<file path="src/rtl/assert_macros.svh">
// Assertion macros shared by the RTL that carries checks.
// No dependencies; include by bare file name.
`ifndef ASSERT_MACROS_SVH
`define ASSERT_MACROS_SVH

// Same-cycle implication, disabled while reset is asserted.
`define ASSERT_SAME(label, clk, rst_n, ante, cons, msg) \
    label: assert property (@(posedge clk) disable iff (!rst_n) (ante) |-> (cons)) \
        else $error(msg);

// Next-cycle implication, disabled while reset is asserted.
`define ASSERT_NEXT(label, clk, rst_n, ante, cons, msg) \
    label: assert property (@(posedge clk) disable iff (!rst_n) (ante) |=> (cons)) \
        else $error(msg);

`endif

</file>
<file path="src/rtl/mfpe_pkg.sv">
// Package for the monochrome framebuffer pixel engine: geometry constants,
// operation codes, payload structs and controller/datapath command types. No dependencies.
`timescale 1ns / 1ps

package mfpe_pkg;

    // Display geometry
    localparam int SCREEN_BYTES  = 9600;
    localparam int BYTES_PER_ROW = 40;
    localparam int MEM_DEPTH     = 32768;
    localparam int CLEAR_BYTES   = 2 * SCREEN_BYTES;

    localparam int ADDR_W  = $clog2(MEM_DEPTH);
    localparam int COORD_W = 9;

    localparam logic [COORD_W-1:0] WIDTH_PX  = COORD_W'(BYTES_PER_ROW * 8);
    localparam logic [COORD_W-1:0] HEIGHT_PX = COORD_W'(SCREEN_BYTES / BYTES_PER_ROW);

    // Only this select value moves drawing into the second screen
    localparam logic [1:0] SCREEN_TWO = 2'd2;

    // Configuration register indexes
    localparam logic REG_SCREEN_SELECT = 1'b0;
    localparam logic REG_PORTRAIT_MODE = 1'b1;

    typedef enum logic [1:0] {
        OP_SET   = 2'd0,
        OP_GET   = 2'd1,
        OP_FILL  = 2'd2,
        OP_CLEAR = 2'd3
    } op_t;

    typedef struct packed {
        op_t                operation;
        logic [COORD_W-1:0] x_start;
        logic [COORD_W-1:0] y_start;
        logic [COORD_W-1:0] x_end;
        logic [COORD_W-1:0] y_end;
        logic               pixel_on;
    } request_t;

    typedef struct packed {
        logic pixel_value;
        logic status;
    } result_t;

    // Controller -> datapath commands
    typedef struct packed {
        logic load;        // latch a new request
        logic reject;      // flag the request as out of range
        logic mem_read;    // read the byte under the pixel cursor
        logic mem_write;   // write back the modified byte
        logic capture;     // sample the pixel bit for get pixel
        logic pix_step;    // advance the rectangle cursor
        logic clr_init;    // rewind the clear counter
        logic clr_write;   // zero one byte and advance the clear counter
    } dp_cmd_t;

    // Datapath -> controller status
    typedef struct packed {
        op_t  op;
        logic range_ok;
        logic rect_empty;
        logic last_pixel;
        logic last_clear;
    } dp_stat_t;

endpackage

</file>
<file path="src/rtl/mfpe_ctrl.sv">
// Controller state machine of the pixel engine: sequences request setup, memory
// read-modify-write, rectangle walk and clear sweeps. Depends on mfpe_pkg.
`timescale 1ns / 1ps

module mfpe_ctrl
    import mfpe_pkg::*;
(
    input  logic     clk,
    input  logic     rst_n,
    input  logic     start,
    input  dp_stat_t stat,
    output dp_cmd_t  cmd,
    output logic     busy,
    output logic     result_strobe
);

    typedef enum logic [6:0] {
        S_WIPE  = 7'b0000001,
        S_IDLE  = 7'b0000010,
        S_SETUP = 7'b0000100,
        S_READ  = 7'b0001000,
        S_WRITE = 7'b0010000,
        S_CLEAR = 7'b0100000,
        S_DONE  = 7'b1000000
    } state_t;

    state_t state_reg;
    state_t state_next;

    always_ff @(posedge clk or negedge rst_n)
    begin
        if (!rst_n)
        begin
            state_reg <= S_WIPE;
        end
        else
        begin
            state_reg <= state_next;
        end
    end

    // Next state and datapath commands
    always_comb
    begin
        state_next = state_reg;
        cmd        = '0;
        unique case (state_reg)
            S_WIPE:
            begin
                cmd.clr_write = 1'b1;
                if (stat.last_clear)
                begin
                    state_next = S_IDLE;
                end
            end
            S_IDLE:
            begin
                if (start)
                begin
                    cmd.load   = 1'b1;
                    state_next = S_SETUP;
                end
            end
            S_SETUP:
            begin
                if (stat.op == OP_CLEAR)
                begin
                    cmd.clr_init = 1'b1;
                    state_next   = S_CLEAR;
                end
                else if (!stat.range_ok)
                begin
                    cmd.reject = 1'b1;
                    state_next = S_DONE;
                end
                else if (stat.op == OP_FILL && stat.rect_empty)
                begin
                    state_next = S_DONE;
                end
                else
                begin
                    state_next = S_READ;
                end
            end
            S_READ:
            begin
                cmd.mem_read = 1'b1;
                state_next   = S_WRITE;
            end
            S_WRITE:
            begin
                if (stat.op == OP_GET)
                begin
                    cmd.capture = 1'b1;
                    state_next  = S_DONE;
                end
                else if (stat.op == OP_FILL)
                begin
                    cmd.mem_write = 1'b1;
                    cmd.pix_step  = 1'b1;
                    state_next    = stat.last_pixel ? S_DONE : S_READ;
                end
                else
                begin
                    cmd.mem_write = 1'b1;
                    state_next    = S_DONE;
                end
            end
            S_CLEAR:
            begin
                cmd.clr_write = 1'b1;
                if (stat.last_clear)
                begin
                    state_next = S_DONE;
                end
            end
            S_DONE:
            begin
                state_next = S_IDLE;
            end
            default:
            begin
                state_next = S_IDLE;
            end
        endcase
    end

    assign busy          = (state_reg != S_IDLE);
    assign result_strobe = (state_reg == S_DONE);

endmodule

</file>
<file path="config.mk">
export PLATFORM = sky130hd
export DESIGN_NAME = mfpe_ctrl
export DESIGN_NICKNAME = d
export VERILOG_FILES = /design/src/rtl/assert_macros.svh /design/src/rtl/mfpe_pkg.sv /design/src/rtl/mfpe_ctrl.sv
export SDC_FILE = /design/constraint.sdc
export NUM_CORES = 1
export LEC_CHECK = 0
export ABC_AREA = 1
export BUFFER_PORTS_ARGS = -buffer_cell sky130_fd_sc_hd__buf_2
export CAP_MARGIN = 25
export CORE_MARGIN = 3
export CORE_UTILIZATION = 40
export DETAILED_ROUTE_END_ITERATION = 8
export PLACE_DENSITY = 0.79
export SLEW_MARGIN = 10
export SYNTH_ARGS = -nofsm -noshare
export SYNTH_HDL_FRONTEND = slang
export SYNTH_SLANG_ARGS = --single-unit
</file>
<file path="constraint.sdc">
create_clock -name clk -period 1.1 [get_ports clk]
set_clock_uncertainty 0.05 [all_clocks]
set_input_delay 0.165 -clock clk [delete_from_list [all_inputs] [get_ports clk]]
set_output_delay 0.165 -clock clk [all_outputs]
set_load 0.02 [all_outputs]
</file>
==> flow_summary.json, run 1 <==
{
  "worst_endpoint": "cmd[7]",
  "cts_root_buf": "clkbuf_4",
  "muxShareOfSynthArea_pct": 0,
  "stop_stage": "global routing",
  "synth-edff-count": 0,
  "synth_top_family_by_area": "simple AND/OR/NAND/NOR gates",
  "synth-xor-area-share_pct": 0,
  "placed_area_um2": 822,
  "htreeDepth": 1,
  "status": "aborted with a tool error",
  "initial_utilization_pct": 44.8,
  "ys.flop_type": "dfrtp_1",
  "io_buffers": 18,
  "gp_congestion": 0.751,
  "synth_nets": 91,
  "ys_types": 17,
  "synth-adder-area-share_pct": 0,
  "first-error": "[ERROR DPL-0033] detailed placement checks failed during check placement.",
  "num_io_pins": 19,
  "synthSimpleGateAreaFrac_pct": 51.6,
  "cts.path.max_buffers": 2,
  "avgSynthCellArea_um2": 6.39,
  "yosysSeqAreaShare_pct": 33.7,
  "hpwl_um": 1240,
  "grt_max_degree": 8,
  "synth-warning-count": 0,
  "syn_inst": 82,
  "synth-async-reset-ratio_pct": 100,
  "ys_seq_elements": 7,
  "antenna_found_initial": 0,
  "cts.sinks": 7,
  "die_w_um": 42.2,
  "syn_area_um2": 524,
  "synth_compound_area_share_pct": 3.34,
  "worst-ep-kind": "top-level output",
  "die_h_um": 42.2,
  "num_rows": 12,
  "cts_buffers": 3
}
-- synth_stat cells, types with 2 or more instances --
master / count / share of area (%)
nand2_1: 22 / 16
nor2_1: 17 / 12
nand2_2: 3 / 3.6
inv_1: 10 / 7.2
nor2_4: 2 / 4.3
nand3_1: 5 / 4.8
dfrtp_1: 6 / 29
inv_2: 6 / 4.3
nor2_2: 3 / 3.6
-- per-stage QoR --
stage                     instances  setup slack, ns
after floorplan                  82           -0.252
after global placement          131           -0.331
after detailed placement        131           -0.348
after CTS                       146           -0.580
-- logic make-up after synthesis --
kind of cell / after synthesis
buffers and inverters: 16
AOI/OAI and AO/OA: 2
and+or+nand+nor: 57
DFF: 7
-- timing repair --
action / in CTS
setup endpoints to repair: 16
pin swaps: 17
endpoints found under the hold margin: 7
buffers inserted: 13
hold buffers: 1
resized for setup: 30
==> run 2, diff against run 1 <==
--- a/config.mk
+++ b/config.mk
@@ -8,10 +8,10 @@
 export ABC_AREA = 1
 export BUFFER_PORTS_ARGS = -buffer_cell sky130_fd_sc_hd__buf_2
 export CAP_MARGIN = 25
-export CORE_MARGIN = 3
-export CORE_UTILIZATION = 40
+export CORE_AREA = 3 3 64 66
 export DETAILED_ROUTE_END_ITERATION = 8
-export PLACE_DENSITY = 0.79
+export DIE_AREA = 0 0 67 69
+export PLACE_DENSITY_LB_ADDON = 0.15
 export SLEW_MARGIN = 10
 export SYNTH_ARGS = -nofsm -noshare
 export SYNTH_HDL_FRONTEND = slang
==> constraint.sdc (replaced) <==
create_clock -name clk -period 1.4 [get_ports clk]
set_clock_uncertainty 0.05 [all_clocks]
set_input_delay 0.21 -clock clk [delete_from_list [all_inputs] [get_ports clk]]
set_output_delay 0.21 -clock clk [all_outputs]
set_load 0.02 [all_outputs]
==> run 2 against run 1 <==
The flow now finishes, with violations (setup timing). Synthesized area is the same. Synthesized cell count is the same.
==> flow_summary.json, run 2 <==
{
  "wl_um": 1510,
  "die_h_um": 69,
  "fin_crit_ns": 1.69,
  "grt_use_total_pct": 7.52,
  "cts_buffers": 3,
  "crit_buf_inv": 3,
  "ant_nets": 0,
  "ir_drop_uv": 281,
  "crit_type": "flop to output pin",
  "synth_commonest_cells": "nand2_1 (22), nor2_1 (17), inv_1 (10)",
  "ys_seq_elements": 7,
  "initial_utilization_pct": 14.4,
  "drtIter0Drc": 23,
  "status": "finished with violations",
  "path_cells": "buf_4 -> nand2_2 -> nor2_4 -> nand3_2 -> nand2_2 -> nor2_4 -> inv_2 -> nor2_2 -> buf_6",
  "wire_per_inst_um": 8.75,
  "synth_nets": 91,
  "cp-end-kind": "output pin",
  "violations": "setup timing",
  "die_w_um": 67,
  "antenna_found_initial": 0,
  "grt_max_degree": 8,
  "fmax_ghz": 0.591,
  "mostFrequentLayoutCells": "buf_4 (22), nand2_1 (18), inv_2 (11)",
  "grt_pass1_wl_um": 2620,
  "fin_util_pct": 27.7,
  "dp.cells": 162,
  "grt_pass1_vias": 647,
  "slowest_stage": "dfstp_2",
  "htreeDepth": 1,
  "drt-met1-wl_um": 639,
  "layout_setup_ws_ns": -0.292,
  "routed_via_density": 3.73,
  "dieArea_um2": 4620,
  "top_layer": "met4",
  "areaGrowthSynthToFinish_pct": 91.9,
  "firstDrtPassIters": 4,
  "io_buffers": 18,
  "routed-via-count": 645,
  "yosysSeqAreaShare_pct": 33.7,
  "coreArea_um2": 3630,
  "drive_above_1_share_pct": 64.8,
  "ys_types": 17,
  "largest_register_ff_count": 7,
  "ys.flop_type": "dfrtp_1",
  "met2WireLength_um": 795,
  "worst_hold_path_type": "input pin to flop",
  "synth-warning-count": 0,
  "drc": 0,
  "cp_top_family": "flip-flops",
  "avgSynthCellArea_um2": 6.39,
  "cts.path.max_buffers": 2,
  "yosys.area.top_type": "dfrtp_1",
  "tightest_slew_ns": 0.196,
  "post-route-period-util_pct": 121,
  "num_rows": 22,
  "gp_congestion": 0.764,
  "power_density_nw_per_um2": 1510,
  "syn_area_um2": 524,
  "drv_slew": 0,
  "timing.hold.ws_ns": 0.204,
  "rsz0062_at_grt": "yes",
  "synth.top_cell.area_share_pct": 28.6,
  "fillers": 409,
  "cts_root_buf": "clkbuf_8",
  "finalNonFillerCells": 173,
  "maxCapViolations": 0,
  "cts_tree": "done",
  "p_leak_nw": 0.521,
  "slowest_delay_ns": 0.53,
  "final_nets": 135,
  "synth-edff-count": 0,
  "crit_arrival_ns": 1.43,
  "grt-ovfl-total": 0,
  "worst_setup_path_start_kind": "flop",
  "met3_length_um": 50,
  "final_common_cell": "buf_4",
  "required_ns": 1.14,
  "path_max_fanout": 2,
  "maxSlewHeadroom_pct": 86.8,
  "setup_violations": 11,
  "synth-async-reset-ratio_pct": 100,
  "syn_inst": 82,
  "path_clk_slew_ns": 0.04,
  "yosys.cell_count.top_type": "nand2_1",
  "hold_viol": 0,
  "cts.sinks": 7,
  "hpwl_um": 1260,
  "synth_area_leaders": "dfrtp_1 (29%), nand2_1 (16%), nor2_1 (12%), inv_1 (7.2%), dfstp_2 (5.0%)",
  "num_io_pins": 19,
  "clkLatencyLatePin_ns": 0.22,
  "diodes": 0
}
-- run 2: power breakdown --
part | switching, mW | total [mW] | internal [mW] | leakage, nW
sequential | 0.0411 | 0.289 | 0.248 | 0.0898
combinational | 0.514 | 0.955 | 0.441 | 0.409
clock | 0.0781 | 0.274 | 0.196 | 0.0228
total | 0.633 | 1.52 | 0.885 | 0.521
-- run 2: stage by stage --
step	setup TNS (ns)	total power, mW	cell area [um2]	setup slack [ns]
6_report	-2.07	1.52	1010	-0.292
5_1_grt	-3.16	1.65	1010	-0.363
4_1_cts	-2.36	1.44	951	-0.353
3_5_place_dp	-0.304	1.04	796	-0.131
3_3_place_gp	-0.358	1.05	796	-0.104
2_1_floorplan	-0.0431	0.727	541	-0.0431
-- run 2: kinds of logic (layout without fill, tap and decap cells) --
family                 after synthesis  in the layout  share of synthesized area, %
AND/OR/NAND/NOR                     57             57                          51.6
buffers and inverters               16             59                          11.5
flip-flops                           7              7                          33.7
AO/OA/AOI/OAI                        2              2                          3.34
-- run 2: final timing paths --
check,to,depth (start not counted),from,slack (ns)
worst max-delay path,cmd[7],9,state_reg[0],-0.29
worst min-delay path,state_reg[1],4,start,0.20
worst max register to register,state_reg[1],10,state_reg[6],-0.03
worst min register to register,state_reg[0],4,state_reg[5],0.66
max in group asynchronous,state_reg[0],2,rst_n,0.77
min in group asynchronous,state_reg[3],2,rst_n,0.30
-- run 2: worst register-to-register path: cells and delay by family, from the launching register on --
kind	cells	cell delay (ns)
flops	1	0.40
simple gates	7	0.50
buf+inv	3	0.35
-- run 2: per-layer routing --
metal  vias up  GRT usage, %
met2        12          12.9
met4         0          5.41
met5         -             0
met3         2         0.977
li1        331             -
met1       300          8.15
-- run 2: layout make-up --
| type | instances | area [um2] | share of cell area, % |
|---|---|---|---|
| clock buffer | 4 | 45.0 | 4.48 |
| inverter | 16 | 60.1 | 5.97 |
| multi-input combinational | 59 | 365 | 36.3 |
| sequential | 7 | 176 | 17.5 |
| tap | 48 | 60.1 | 5.97 |
| timing repair buffer | 39 | 299 | 29.7 |
-- run 2: repair_timing --
| item | 4_1_cts | 5_1_grt |
|---|---|---|
| pin swaps | 8 | 8 |
| setup endpoints to repair | 11 | 14 |
| buffers inserted | 4 | 2 |
| hold buffers | 1 | 0 |
| endpoints found under the hold margin | 7 | 0 |
| gates cloned | 0 | 0 |
| resized for setup | 28 | 10 |
Power figures use the tool's default switching activity.
